--- src/sv/mnl_pkg.sv ---
// Shared types, constants and key-layout functions for the MIDI note LED mapper.
package mnl_pkg;

    localparam int LED_COUNT_DEF = 144;
    localparam int GAP_GROUP_DEF = 3;

    localparam int NOTE_LOW  = 21;
    localparam int NOTE_HIGH = 108;
    localparam int NOTE_SPAN = NOTE_HIGH - NOTE_LOW;
    localparam int NOTE_KEYS = NOTE_SPAN + 1;
    localparam int KEY_W     = 7;
    localparam int HUE_MAX   = 255;

    localparam logic [3:0] KIND_NOTE_OFF = 4'h8;
    localparam logic [3:0] KIND_NOTE_ON  = 4'h9;

    // floor(x / 127) == (x * RECIP_127) >> RECIP_SHIFT for x < 2**16
    localparam int          PROD_W      = 16;
    localparam int          SCALED_W    = 33;
    localparam logic [16:0] RECIP_127   = 17'd66053;
    localparam int          RECIP_SHIFT = 23;
    localparam int          QUOT_W      = SCALED_W - RECIP_SHIFT;
    localparam logic [7:0]  LEVEL_MAX   = 8'hFF;

    localparam int         CFG_DATA_W     = 32;
    localparam int         CFG_ADDR_W     = 3;
    localparam int         CFG_IDX_W      = CFG_ADDR_W - 2;
    localparam logic [CFG_IDX_W-1:0] REG_BRIGHTNESS = 1'b0;
    localparam logic [7:0] BRIGHT_RESET   = 8'hFF;

    localparam int EVQ_DEPTH  = 2;
    localparam int OUTQ_DEPTH = 2;

    typedef struct packed {
        logic [7:0]        led_start;
        logic              second;
        logic [7:0]        hue;
        logic [PROD_W-1:0] prod;
    } note_event_t;

    typedef struct packed {
        logic [7:0] led_index;
        logic [7:0] hue;
        logic [7:0] level;
        logic       last_write;
    } led_write_t;

    function automatic bit key_is_white(int note);
        int pc;
        pc = note % 12;
        return (pc == 0) || (pc == 2) || (pc == 4) || (pc == 5) ||
               (pc == 7) || (pc == 9) || (pc == 11);
    endfunction

    // elaboration only: start LED of key k (note NOTE_LOW + k)
    function automatic int key_start(int k, int gap_group, int led_count);
        int idx;
        int grp;
        idx = 0;
        grp = 0;
        for (int n = 0; n < k; n++) begin
            idx += key_is_white(NOTE_LOW + n) ? 2 : 1;
            grp++;
            if (grp == gap_group) begin
                grp = 0;
                idx += 1;
            end
            if (idx >= led_count) begin
                idx = led_count - 1;
            end
        end
        return idx;
    endfunction

    function automatic int note_hue(int k);
        return (k * HUE_MAX) / NOTE_SPAN;
    endfunction

endpackage

--- src/sv/mnl_fifo.sv ---
// Small register FIFO used for the event queue and the result queue.
module mnl_fifo #(
    parameter int WIDTH = 8,
    parameter int DEPTH = 2
) (
    input  logic             clk,
    input  logic             rst_n,
    input  logic             push,
    input  logic [WIDTH-1:0] wdata,
    output logic             full,
    input  logic             pop,
    output logic [WIDTH-1:0] rdata,
    output logic             empty
);
    localparam int AW = $clog2(DEPTH);

    logic [WIDTH-1:0] mem_reg [DEPTH];
    logic [AW-1:0]    wr_ptr_reg, wr_ptr_next;
    logic [AW-1:0]    rd_ptr_reg, rd_ptr_next;
    logic [AW:0]      count_reg, count_next;
    logic             do_push, do_pop;

    assign full    = (count_reg == (AW+1)'(DEPTH));
    assign empty   = (count_reg == '0);
    assign do_push = push && !full;
    assign do_pop  = pop && !empty;
    assign rdata   = mem_reg[rd_ptr_reg];

    always_comb
    begin
        wr_ptr_next = do_push ? wr_ptr_reg + 1'b1 : wr_ptr_reg;
        rd_ptr_next = do_pop ? rd_ptr_reg + 1'b1 : rd_ptr_reg;
        count_next  = count_reg;
        if (do_push && !do_pop)
        begin
            count_next = count_reg + 1'b1;
        end
        else if (do_pop && !do_push)
        begin
            count_next = count_reg - 1'b1;
        end
    end

    always_ff @(posedge clk or negedge rst_n)
    begin
        if (!rst_n)
        begin
            wr_ptr_reg <= '0;
            rd_ptr_reg <= '0;
            count_reg  <= '0;
        end
        else
        begin
            wr_ptr_reg <= wr_ptr_next;
            rd_ptr_reg <= rd_ptr_next;
            count_reg  <= count_next;
        end
    end

    always_ff @(posedge clk)
    begin
        if (do_push)
        begin
            mem_reg[wr_ptr_reg] <= wdata;
        end
    end
endmodule

--- src/sv/mnl_front.sv ---
// Front end: packet filter, transfer-skip tracking and note event build.
module mnl_front #(
    parameter int LED_COUNT = mnl_pkg::LED_COUNT_DEF,
    parameter int GAP_GROUP = mnl_pkg::GAP_GROUP_DEF
) (
    input  logic                 clk,
    input  logic                 rst_n,
    input  logic                 push,
    output logic                 full,
    input  logic [7:0]           header_byte,
    input  logic [7:0]           status_byte,
    input  logic [7:0]           note_byte,
    input  logic [7:0]           velocity_byte,
    input  logic                 transfer_ok,
    input  logic                 end_of_transfer,
    input  logic [7:0]           brightness,
    output logic                 ev_push,
    output mnl_pkg::note_event_t ev_data,
    input  logic                 ev_full
);
    import mnl_pkg::*;

    logic [7:0] start_tab  [NOTE_KEYS];
    logic       second_tab [NOTE_KEYS];
    logic [7:0] hue_tab    [NOTE_KEYS];

    for (genvar k = 0; k < NOTE_KEYS; k++)
    begin : g_key
        localparam int START = key_start(k, GAP_GROUP, LED_COUNT);
        assign start_tab[k]  = 8'(START);
        assign second_tab[k] = key_is_white(NOTE_LOW + k) && (START + 1 < LED_COUNT);
        assign hue_tab[k]    = 8'(note_hue(k));
    end

    logic             skip_reg, skip_next;
    logic             accept, live, all_zero, is_note, in_range, note_on;
    logic [3:0]       kind;
    logic [7:0]       note_ofs;
    logic [KEY_W-1:0] key;

    assign full     = ev_full;
    assign accept   = push && !ev_full;
    assign live     = transfer_ok && !skip_reg;
    assign all_zero = (header_byte == 8'd0) && (status_byte == 8'd0) &&
                      (note_byte == 8'd0) && (velocity_byte == 8'd0);
    assign kind     = status_byte[7:4];
    assign is_note  = (kind == KIND_NOTE_OFF) || (kind == KIND_NOTE_ON);
    assign in_range = (note_byte >= 8'(NOTE_LOW)) && (note_byte <= 8'(NOTE_HIGH));
    assign note_on  = (kind == KIND_NOTE_ON) && (velocity_byte != 8'd0);
    assign note_ofs = note_byte - 8'(NOTE_LOW);
    assign key      = note_ofs[KEY_W-1:0];

    assign ev_push = accept && live && !all_zero && is_note && in_range;

    always_comb
    begin
        ev_data.led_start = start_tab[key];
        ev_data.second    = second_tab[key];
        ev_data.hue       = note_on ? hue_tab[key] : 8'd0;
        ev_data.prod      = note_on ? PROD_W'(velocity_byte) * PROD_W'(brightness)
                                    : '0;
    end

    always_comb
    begin
        skip_next = skip_reg;
        if (accept)
        begin
            priority if (!live)
            begin
                if (end_of_transfer)
                begin
                    skip_next = 1'b0;
                end
            end
            else if (all_zero)
            begin
                skip_next = !end_of_transfer;
            end
            else if (end_of_transfer)
            begin
                skip_next = 1'b0;
            end
        end
    end

    always_ff @(posedge clk or negedge rst_n)
    begin
        if (!rst_n)
        begin
            skip_reg <= 1'b0;
        end
        else
        begin
            skip_reg <= skip_next;
        end
    end
endmodule

--- src/sv/mnl_back.sv ---
// Back end: level scaling and expansion of each event into one or two LED writes.
module mnl_back (
    input  logic                 clk,
    input  logic                 rst_n,
    input  logic                 ev_empty,
    input  mnl_pkg::note_event_t ev_data,
    output logic                 ev_pop,
    input  logic                 wr_full,
    output logic                 wr_push,
    output mnl_pkg::led_write_t  wr_data
);
    import mnl_pkg::*;

    logic                hold_valid_reg, hold_valid_next;
    note_event_t         hold_ev_reg;
    logic                phase_reg, phase_next;
    logic [SCALED_W-1:0] scaled_reg;
    logic [QUOT_W-1:0]   quot;
    logic                cur_last, wr_fire, done;

    assign cur_last = phase_reg || !hold_ev_reg.second;
    assign wr_fire  = hold_valid_reg && !wr_full;
    assign done     = wr_fire && cur_last;
    assign ev_pop   = !ev_empty && (!hold_valid_reg || done);
    assign wr_push  = wr_fire;
    assign quot     = scaled_reg[SCALED_W-1:RECIP_SHIFT];

    always_comb
    begin
        wr_data.led_index  = phase_reg ? hold_ev_reg.led_start + 8'd1 : hold_ev_reg.led_start;
        wr_data.hue        = hold_ev_reg.hue;
        wr_data.level      = (quot > QUOT_W'(LEVEL_MAX)) ? LEVEL_MAX : quot[7:0];
        wr_data.last_write = cur_last;
    end

    always_comb
    begin
        hold_valid_next = hold_valid_reg;
        phase_next      = phase_reg;
        priority if (ev_pop)
        begin
            hold_valid_next = 1'b1;
            phase_next      = 1'b0;
        end
        else if (done)
        begin
            hold_valid_next = 1'b0;
        end
        else if (wr_fire)
        begin
            phase_next = 1'b1;
        end
    end

    always_ff @(posedge clk or negedge rst_n)
    begin
        if (!rst_n)
        begin
            hold_valid_reg <= 1'b0;
            phase_reg      <= 1'b0;
        end
        else
        begin
            hold_valid_reg <= hold_valid_next;
            phase_reg      <= phase_next;
        end
    end

    always_ff @(posedge clk)
    begin
        if (ev_pop)
        begin
            hold_ev_reg <= ev_data;
            scaled_reg  <= SCALED_W'(ev_data.prod) * SCALED_W'(RECIP_127);
        end
    end
endmodule

--- src/sv/midi_note_led_strip_mapper_top.sv ---
// Top level of the MIDI note to LED strip mapper.
//
// Input queue: drive one USB-MIDI packet on the packet ports and raise push;
// the transaction is taken on a clock edge with push high and full low.
// Result queue: while empty is low the oldest LED write is on led_index, hue,
// level and last_write; it is taken on a clock edge with pop high.
// A white key yields two writes unless it starts on the last LED, a black key
// one; last_write marks the final write of an event. Filtered packets yield none.
// A write passes through the event queue, the sequencer hold register and the
// result queue; the second write of a white key follows the first.
// Throughput: one packet per cycle while full is low, into a two-entry event
// queue; the write sequencer drains one LED write per cycle while the result
// queue has room.
// A stalled result queue backs up the sequencer, then the event queue, and
// finally raises full; nothing is dropped.
// Reset clears both queues and the transfer-skip flag and sets brightness to
// 255. Brightness is written over the APB port at byte address 0.
module midi_note_led_strip_mapper_top #(
    parameter int LED_COUNT = mnl_pkg::LED_COUNT_DEF,
    parameter int GAP_GROUP = mnl_pkg::GAP_GROUP_DEF
) (
    input  logic                           clk,
    input  logic                           rst_n,
    input  logic                           psel,
    input  logic                           penable,
    input  logic                           pwrite,
    input  logic [mnl_pkg::CFG_ADDR_W-1:0] paddr,
    input  logic [mnl_pkg::CFG_DATA_W-1:0] pwdata,
    output logic [mnl_pkg::CFG_DATA_W-1:0] prdata,
    output logic                           pready,
    input  logic                           push,
    output logic                           full,
    input  logic [7:0]                     header_byte,
    input  logic [7:0]                     status_byte,
    input  logic [7:0]                     note_byte,
    input  logic [7:0]                     velocity_byte,
    input  logic                           transfer_ok,
    input  logic                           end_of_transfer,
    output logic                           empty,
    input  logic                           pop,
    output logic [7:0]                     led_index,
    output logic [7:0]                     hue,
    output logic [7:0]                     level,
    output logic                           last_write
);
    import mnl_pkg::*;

    localparam int EV_W = $bits(note_event_t);
    localparam int WR_W = $bits(led_write_t);

    logic [7:0]           brightness_reg, brightness_next;
    logic [CFG_IDX_W-1:0] reg_idx;
    logic                 cfg_wr;

    assign pready  = 1'b1;
    assign reg_idx = paddr[CFG_ADDR_W-1:2];
    assign cfg_wr  = psel && penable && pwrite && pready;

    always_comb
    begin
        brightness_next = brightness_reg;
        if (cfg_wr && (reg_idx == REG_BRIGHTNESS))
        begin
            brightness_next = pwdata[7:0];
        end
        prdata = '0;
        if (reg_idx == REG_BRIGHTNESS)
        begin
            prdata = CFG_DATA_W'(brightness_reg);
        end
    end

    always_ff @(posedge clk or negedge rst_n)
    begin
        if (!rst_n)
        begin
            brightness_reg <= BRIGHT_RESET;
        end
        else
        begin
            brightness_reg <= brightness_next;
        end
    end

    logic        ev_push, ev_full, ev_pop, ev_empty;
    note_event_t ev_wdata, ev_rdata;
    logic [EV_W-1:0] ev_rbits;
    logic        wr_push, wr_full;
    led_write_t  wr_wdata, wr_rdata;
    logic [WR_W-1:0] wr_rbits;

    mnl_front #(
        .LED_COUNT(LED_COUNT),
        .GAP_GROUP(GAP_GROUP)
    ) u_front (
        .clk            (clk),
        .rst_n          (rst_n),
        .push           (push),
        .full           (full),
        .header_byte    (header_byte),
        .status_byte    (status_byte),
        .note_byte      (note_byte),
        .velocity_byte  (velocity_byte),
        .transfer_ok    (transfer_ok),
        .end_of_transfer(end_of_transfer),
        .brightness     (brightness_reg),
        .ev_push        (ev_push),
        .ev_data        (ev_wdata),
        .ev_full        (ev_full)
    );

    mnl_fifo #(
        .WIDTH(EV_W),
        .DEPTH(EVQ_DEPTH)
    ) u_evq (
        .clk  (clk),
        .rst_n(rst_n),
        .push (ev_push),
        .wdata(ev_wdata),
        .full (ev_full),
        .pop  (ev_pop),
        .rdata(ev_rbits),
        .empty(ev_empty)
    );

    assign ev_rdata = note_event_t'(ev_rbits);

    mnl_back u_back (
        .clk     (clk),
        .rst_n   (rst_n),
        .ev_empty(ev_empty),
        .ev_data (ev_rdata),
        .ev_pop  (ev_pop),
        .wr_full (wr_full),
        .wr_push (wr_push),
        .wr_data (wr_wdata)
    );

    mnl_fifo #(
        .WIDTH(WR_W),
        .DEPTH(OUTQ_DEPTH)
    ) u_outq (
        .clk  (clk),
        .rst_n(rst_n),
        .push (wr_push),
        .wdata(wr_wdata),
        .full (wr_full),
        .pop  (pop),
        .rdata(wr_rbits),
        .empty(empty)
    );

    assign wr_rdata   = led_write_t'(wr_rbits);
    assign led_index  = wr_rdata.led_index;
    assign hue        = wr_rdata.hue;
    assign level      = wr_rdata.level;
    assign last_write = wr_rdata.last_write;
endmodule

--- config.mk ---
export PLATFORM = sky130hd
export DESIGN_NAME = midi_note_led_strip_mapper_top
export DESIGN_NICKNAME = d
export VERILOG_FILES = /design/src/sv/mnl_pkg.sv /design/src/sv/mnl_fifo.sv /design/src/sv/mnl_front.sv /design/src/sv/mnl_back.sv /design/src/sv/midi_note_led_strip_mapper_top.sv
export SDC_FILE = /design/constraint.sdc
export NUM_CORES = 1
export LEC_CHECK = 0
export ABC_AREA = 1
export BUFFER_PORTS_ARGS = -buffer_cell sky130_fd_sc_hd__buf_2
export CORE_AREA = 10 10 167 169
export DETAILED_ROUTE_END_ITERATION = 8
export DIE_AREA = 0 0 177 179
export GPL_ROUTABILITY_DRIVEN = 0
export GPL_TIMING_DRIVEN = 0
export PLACE_DENSITY = 0.75
export SLEW_MARGIN = 20
export SYNTH_ARGS = -nofsm -noshare
export SYNTH_HDL_FRONTEND = slang
export SYNTH_SLANG_ARGS = --single-unit
--- constraint.sdc ---
create_clock -name clk -period 5.4 [get_ports clk]
set_clock_uncertainty 0.2 [all_clocks]
set_input_delay 0.54 -clock clk [delete_from_list [all_inputs] [get_ports clk]]
set_output_delay 0.54 -clock clk [all_outputs]
set_load 0.02 [all_outputs]
==> reports/metrics.cfg <==
[sta]
setup_viol=0
fin_setup_tns_ns=0
worstMarginPinSlew_ns=1.02
period_share_pct=94.0
rsz0062_at_grt=no
fmax_mhz=197
period_needed_ns=5.07
slew_headroom_pct=32.2
report.final.slew_viol_count=0
finalHoldViolCount=0

[cts]
cts_buffers=17
cts.sinks=162
clk_latency_ns=0.43
clockBufferDepth=2
clk_pin_slew_ns=0.08
cts_tree=yes
cts_root_buf=clkbuf_16
htreeDepth=4
cts_setup_buffers=0

[setup_path]
max_stage_delay_ns=0.52
endpoint_kind=flop
cp.required_ns=5.40
critPathMaxFanout=9
worstPathArrival_ns=5.07
startpoint=u_evq.rd_ptr_reg$_DFFE_PN0P_
path_cells=buf_4 -> inv_2 -> or2_2 -> o21ai_0 -> inv_1 -> ha_1 -> ha_1 -> fa_1 -> inv_1 -> fa_1 -> inv_1 -> ha_1 -> ha_1 -> ha_1 -> nand2_1 -> nor3_1 -> and3_1 -> nand2_1 -> nand3_1 -> nand2_1
cp_top_family=adder cells
crit_path_start_kind=flop
cpMostUsedCell=ha_1
path_class=reg -> reg
rr_endpoint=u_back.scaled_reg[28]$_DFFE_PP_
crit_end=u_back.scaled_reg[28]$_DFFE_PP_
worst-path-buf-inv=5
r2r_cells=20
r2r_setup_slack_ns=0.33
timing.rr.start=u_evq.rd_ptr_reg$_DFFE_PN0P_
cp.depth=20
cp_slowest_cell=fa_1

[global_route]
antenna_found_initial=0
grt_pass1_vias=10759
track_usage_pct=19.3
grt_max_degree=28
grt.busiest_layer=met2
grt_overflow=0
grt_pass1_wl_mm=50.1
use_met2_pct=31.9
use_met3_pct=3.88
met1_usage_pct=24.2

[synthesis]
synth_cell_types=46
syn_area_per_cell_um2=8.08
synth_warnings=0
synth-main-ff-cell=edfxtp_1
yosys.area.top_type=edfxtp_1
ys_seq_elements=162
synth_top_area_share_pct=32.2
yosysSeqAreaShare_pct=35.8
synthCells=1652
synth_edf_count=143
async_flop_share_pct=11.7
synth.top_cells.by_area=edfxtp_1 (32%), nand2_1 (15%), ha_1 (14%)
syn_area_um2=13300

[floorplan]
placeableCoreArea_um2=24700
core.rowCount=58
pin_count=136
dieArea_um2=31700
die_w_um=177
initial_core_util_pct=53.9
die_y_um=179

[pwr]
finalPower_mw=9.79
peakVddDrop_uv=358
cellLeakagePower_nw=7.81
power_density_nw_per_um2=655

[route]
first_iter_violations=934
viasPerCell=5.16
drtPass1Iterations=6
wire_per_inst_um=14.2
drc=0
ant_nets=0
vias=10904
routed_wl_mm=30.1

[finish]
fin_cells=2115
mostFrequentLayoutCell=nand2_1
drive_gt1_share_pct=12.3
final_nets=2041
final_cell_mix=nand2_1 (538), inv_1 (246), ha_1 (146)
largest_register_ffs=66
diodes=0
final_util_pct=60.4
syn_to_final_growth_pct=12.0
fin_area_um2=14900

[placement]
place_hpwl_mm=23.6
dpl_cell_area_um2=14300
portBuffers=75
placed_cells=2082

[job]
maxCapViolCount=0

[run_status]
status=complete, no violations

[worst_hold_path]
hp-class=in -> reg

## how the worst min path moves through the flow
stage                                            start                                 to  slack [ns]  cells past startpoint
after floorplan                                  rst_n  u_back.hold_valid_reg$_DFFE_PN0P_        0.04                      0
after global placement    u_back.wr_data[13]$_DFFE_PP_    u_outq.mem_reg[0][13]$_DFFE_PP_        0.23                      0
after detailed placement  u_back.wr_data[10]$_DFFE_PP_    u_outq.mem_reg[0][10]$_DFFE_PP_        0.23                      0
after CTS                                    pwdata[7]      brightness_reg[7]$_DFFE_PN1P_        0.12                      3
after global routing                         pwdata[3]      brightness_reg[3]$_DFFE_PN1P_        0.14                      3
final                                        pwdata[7]      brightness_reg[7]$_DFFE_PN1P_        0.13                      3
## per-stage QoR
step / hold slack [ns] / setup WS, ns
after global placement: 0.226 / 0.0932
final: 0.134 / 0.326
after CTS: 0.116 / 0.0792
after detailed placement: 0.235 / 0.0898
after global routing: 0.144 / 0.0394
after floorplan: 0.0444 / 0.846
## worst register-to-register path: stages, from the launching register on
cell and delay (ns):
dfrtp_1 0.32, buf_4 0.16, inv_2 0.10, or2_2 0.27, o21ai_0 0.16, inv_1 0.21
ha_1 0.23, ha_1 0.20, fa_1 0.49, inv_1 0.05, fa_1 0.52, inv_1 0.04
ha_1 0.28, ha_1 0.31, ha_1 0.33, nand2_1 0.12, nor3_1 0.39, and3_1 0.22
nand2_1 0.10, nand3_1 0.09, nand2_1 0.05
## logic make-up after synthesis
| logic type | Yosys count | synth area share, % |
|---|---|---|
| and+or+nand+nor | 810 | 25.5 |
| other | 2 | 0.0563 |
| AOI/OAI and AO/OA | 136 | 5.62 |
| buffers and inverters | 332 | 11.0 |
| DFF | 162 | 35.8 |
| adders and majority gates | 193 | 20.7 |
| xor gates and xnor gates | 17 | 1.26 |
## layer usage
metal,vias to the layer above,part of all wire [%],wire length [µm]
met5,-,0,0
met4,0,2.4,715
met3,56,7.7,2310
met2,425,47,14100
met1,4950,43,13000
li1,5473,-,-
## cell usage after synthesis (5+ instances only)
master / count
nand2_1: 538
inv_1: 246
ha_1: 146
edfxtp_1: 143
nor2_1: 110
nand3_1: 109
o21ai_0: 58
a21oi_1: 53
fa_1: 47
buf_4: 29
clkbuf_1: 20
buf_2: 14
buf_6: 12
dfrtp_1: 11
nor3_1: 10
xor2_1: 9
dfstp_2: 8
nand4_1: 8
inv_2: 7
nand2_4: 7
xnor2_1: 7
o21ai_1: 6
a21oi_2: 5
nand3_2: 5
## final cells by class
cell class,count,area (µm²)
buffer,76,504
clock buffer,17,425
clock inverter,15,204
fill,2116,9800
inverter,256,963
multi-input combinational,1181,7220
sequential,162,4780
tap,330,413
timing repair buffer,78,440
## power by group
| part | switching, mW | internal, mW |
|---|---|---|
| Combinational | 4.26 | 2.21 |
| Clock | 0.588 | 0.675 |
| Sequential | 0.137 | 1.92 |
| Total | 4.98 | 4.80 |
## repair_timing
action                     CTS  global route
hold endpoints to repair    11             0
setup endpoints to repair    0             9
hold buffers                 1             0
resized for setup            0             4
Note: power is estimated with default switching activity, not from simulation.
